**src/rtl/core/pcpa_heads.sv**
```systemverilog
`timescale 1ns / 1ps
// ----------------------------------------------------------------------------
// pcpa_heads: list head registers, one per CPU
// One read index and one write per cycle; reset marks every list empty.
// ----------------------------------------------------------------------------
module pcpa_heads #(
	parameter int NUM_CPUS = 8,
	parameter int NUM_PAGES = 32768,
	localparam int CW = (NUM_CPUS > 1) ? $clog2(NUM_CPUS) : 1,
	localparam int SW = $clog2(NUM_PAGES + 1)
) (
	input  logic          clk,
	input  logic          arst_n,
	input  logic [CW-1:0] rd_idx,
	output logic [SW-1:0] rd_data,
	input  logic          wr_en,
	input  logic [CW-1:0] wr_idx,
	input  logic [SW-1:0] wr_data
);

	localparam logic [SW-1:0] NULL_SLOT = SW'(NUM_PAGES);

	logic [SW-1:0] head_q [NUM_CPUS];

	always_ff @(posedge clk or negedge arst_n) begin
		if (!arst_n) begin
			for (int i = 0; i < NUM_CPUS; i++) begin
				head_q[i] <= NULL_SLOT;
			end
		end else if (wr_en) begin
			head_q[wr_idx] <= wr_data;
		end
	end

	assign rd_data = head_q[rd_idx];

endmodule

```
**config.mk**
```make
export PLATFORM = sky130hd
export DESIGN_NAME = pcpa_heads
export DESIGN_NICKNAME = d
export VERILOG_FILES = /design/src/rtl/core/pcpa_heads.sv
export SDC_FILE = /design/constraint.sdc
export NUM_CORES = 1
export LEC_CHECK = 0
export BUFFER_PORTS_ARGS = -buffer_cell sky130_fd_sc_hd__buf_2
export CORE_MARGIN = 3
export CORE_UTILIZATION = 35
export CTS_BUF_LIST = sky130_fd_sc_hd__clkbuf_8 sky130_fd_sc_hd__clkbuf_16
export DETAILED_ROUTE_END_ITERATION = 16
export GPL_ROUTABILITY_DRIVEN = 0
export PLACE_DENSITY_LB_ADDON = 0.1
export SYNTH_ARGS = -nofsm -noshare
export SYNTH_HDL_FRONTEND = slang
export SYNTH_SLANG_ARGS = --single-unit
export TNS_END_PERCENT = 5
```
**constraint.sdc**
```tcl
create_clock -name clk -period 2.4 [get_ports clk]
set_clock_uncertainty 0.15 [all_clocks]
set_input_delay 0.12 -clock clk [delete_from_list [all_inputs] [get_ports clk]]
set_output_delay 0.12 -clock clk [all_outputs]
set_load 0.02 [all_outputs]
```
==> results by group <==
Global route
  – Largest net degree at the start of global routing: 56
  – Vias in the first global route: 3489
  – GR Util All Layers: 15.0%
  – Global-route wire length before repair: 20400 um
  – Grt ovf: 0
  – Initial antenna violation count: 0

Worst setup path
  – Slowest stage cell on the critical path: mux4_1
  – CP cell instances: mux4_1 > mux2_2 > buf_2
  – Type of origin of the critical path: flop
  – Crit-path max FO: 2
  – Crit path largest cell delay: 540 ps
  – CP endpoint kind: output pin
  – WS Path Type: flop to output pin
  – Data arrival, critical path: 1790 ps
  – Critical Path RT: 2130 ps

Pwr
  – Switching Share: 24.0%
  – Power share of the clock group: 37.4%
  – Peak VDD IR: 501 uV
  – Pint: 4920 uW
  – Part of the power in combinational logic: 18.3%
  – Switching pwr: 1550 uW
  – Lkg Pwr: 0.00312 uW
  – P per Cell Area: 908 nW/um2
  – Register share of total power: 44.2%

Synth
  – Syn Nets: 361
  – FF+latch count, synth: 128
  – Mean Syn Cell Area: 17.7 um2
  – Register area share after synthesis: 54.1%
  – Yosys warning count: 0
  – Synthesized area: 5940 um2
  – Syn Inst Count: 336
  – Synth cell types: 16

Route
  – First-pass detailed-route iteration total: 4
  – DR iter-0 viols: 130
  – DRC viols: 0
  – Wire per inst: 20.2 um
  – Routed via count: 3213
  – Via-per-instance ratio: 5.13
  – Final ANT Viol Nets: 0
  – Detailed Route WL: 12700 um

Placement
  – Placed instance count: 578
  – Cell Area, Placed: 6390 um2
  – Post-DP HPWL: 7260 um
  – PortBufs: 40

Layout
  – Largest Register: head_q
  – N_diodes: 0
  – Largest regs: head_q x128
  – Max FFs per register: 128
  – Final Cell Area: 7120 um2
  – Final-stage net count: 423
  – Layout area overhead: 19.9%
  – Layout cells sized above 1: 59.0%
  – Post-Layout Cell Count: 626

Floorplanning
  – I/O pin cnt: 41
  – Die Y: 136 um
  – Cell Rows: 46
  – Die Wd: 136 um
  – Initial core utilization: 36.6%
  – Die ar.: 18600 um2
  – Core Region: 16200 um2

STA
  – Minimum clock period: 2060 ps
  – Worst-Margin Slew: 866 ps
  – # setup viols final: 0
  – RSZ-0062 raised after global routing: false
  – Final hold vios: 0
  – Period utilization: 85.9%
  – Fmax: 485 MHz
  – Max Slew Vio Count: 0
  – Slew margin rel.: 42.1%
  – Setup_tns: 0 ps

Clock tree
  – Clock root buffer: clkbuf_16
  – CTS clk-pin slew, worst paths: 50 ps
  – H-tree levels: 4
  – CTS Buf Count: 17
  – Max clock buf depth: 2
  – Hold_buf cts: 17
  – CTS tree: built
  – Sink Count: 128
  – Buffers inserted by post-CTS timing repair: 0
  – Resize count post-CTS: 0
  – Clock latency at the later pin of the worst-skew pair: 410 ps

Flow run
  – Max Cap Viol: 0

Status
  – Status: finished, final reports clean

Hold path
  – Hold crit path type: primary input to asynchronous set/reset pin
[synth_stat cells]
library cell  number  area, um2
buf_4              5       37.5
mux2_2           144       1620
buf_2              8       40.0
dfrtp_1          120       3000
and4bb_2           1       12.5
nor4bb_1           2       20.0
mux4_2             4       90.1
nor4b_4            1       23.8
nand4_2            1       12.5
clkbuf_1           2       7.51
nand4b_2           3       45.0
mux4_1            28        736
dfstp_2            8        210
buf_1              2       7.51
buf_6              6       67.6
clkbuf_2           1       5.00
[layout by cell type (no fill, tap or decap), drive strengths merged]
| cell type | count |
|---|---|
| mux2 | 144 |
| dfrtp | 120 |
| buf | 50 |
| mux4 | 32 |
| clkbuf | 22 |
| dlygate4sd3 | 17 |
| dfstp | 8 |
| clkinv | 5 |
| nand4b | 3 |
| inv | 3 |
| nor4bb | 2 |
| nor4b | 1 |
| and4bb | 1 |
| nand4 | 1 |
| bufinv | 1 |
[worst max-delay path: cells and delay by family (launching register included)]
kind	cells	cell delay, ps
buffers and inverters	1	170
DFF	1	360
muxes	2	860
[worst paths after layout]
kind | start | to | slack (ps) | cells past startpoint
worst max-delay path | head_q[67] | rd_data[3] | 340 | 3
worst min-delay path | arst_n | head_q[8] | 160 | 2
worst max register to register | head_q[42] | head_q[42] | 1480 | 1
worst min register to register | head_q[123] | head_q[123] | 340 | 1
max in group asynchronous | arst_n | head_q[63] | 1200 | 3
min in group clk | head_q[123] | head_q[123] | 340 | 1
[layout make-up]
| cell class | count | area, um2 |
|---|---|---|
| fill | 1474 | 9110 |
| sequential | 128 | 3210 |
| multi-input combinational | 184 | 2590 |
| clock buffer | 22 | 494 |
| timing repair buffer | 67 | 485 |
| tap | 216 | 270 |
| clock inverter | 9 | 66.3 |
[logic make-up (layout without fill, tap and decap cells)]
| kind of cell | Yosys count | in the layout | share of synthesized area [%] |
|---|---|---|---|
| buf+inv | 24 | 98 | 2.78 |
| flops | 128 | 128 | 54.1 |
| mux | 176 | 176 | 41.2 |
| simple gates | 8 | 8 | 1.92 |
[power groups by stage]
stage | Clock [uW] | Combinational (uW) | Sequential (uW)
2_1_floorplan | 0 | 905 | 2820
3_3_place_gp | 0 | 1160 | 2880
3_5_place_dp | 0 | 1190 | 2900
4_1_cts | 2490 | 1210 | 2860
5_1_grt | 2600 | 1290 | 2930
6_report | 2420 | 1190 | 2860
[layer usage]
layer	wire, um	vias to the layer above	global-route usage, %
li1	-	1435	-
met1	5820	1733	19.6
met2	6360	41	24.5
met3	390	4	3.96
met4	80	0	4.87
met5	0	-	0
[through the flow]
stage          utilization [%]  hold WS (ps)  setup WS (ps)  total power [uW]
4_1_cts                   43.9           197            306              6570
5_1_grt                   43.9           224            295              6820
3_5_place_dp              39.4          81.5            394              4090
3_3_place_gp              39.4          82.3            429              4040
2_1_floorplan                -          -326            886              3730
6_report                  43.9           163            337              6470
(Power assumes the default switching activity.)
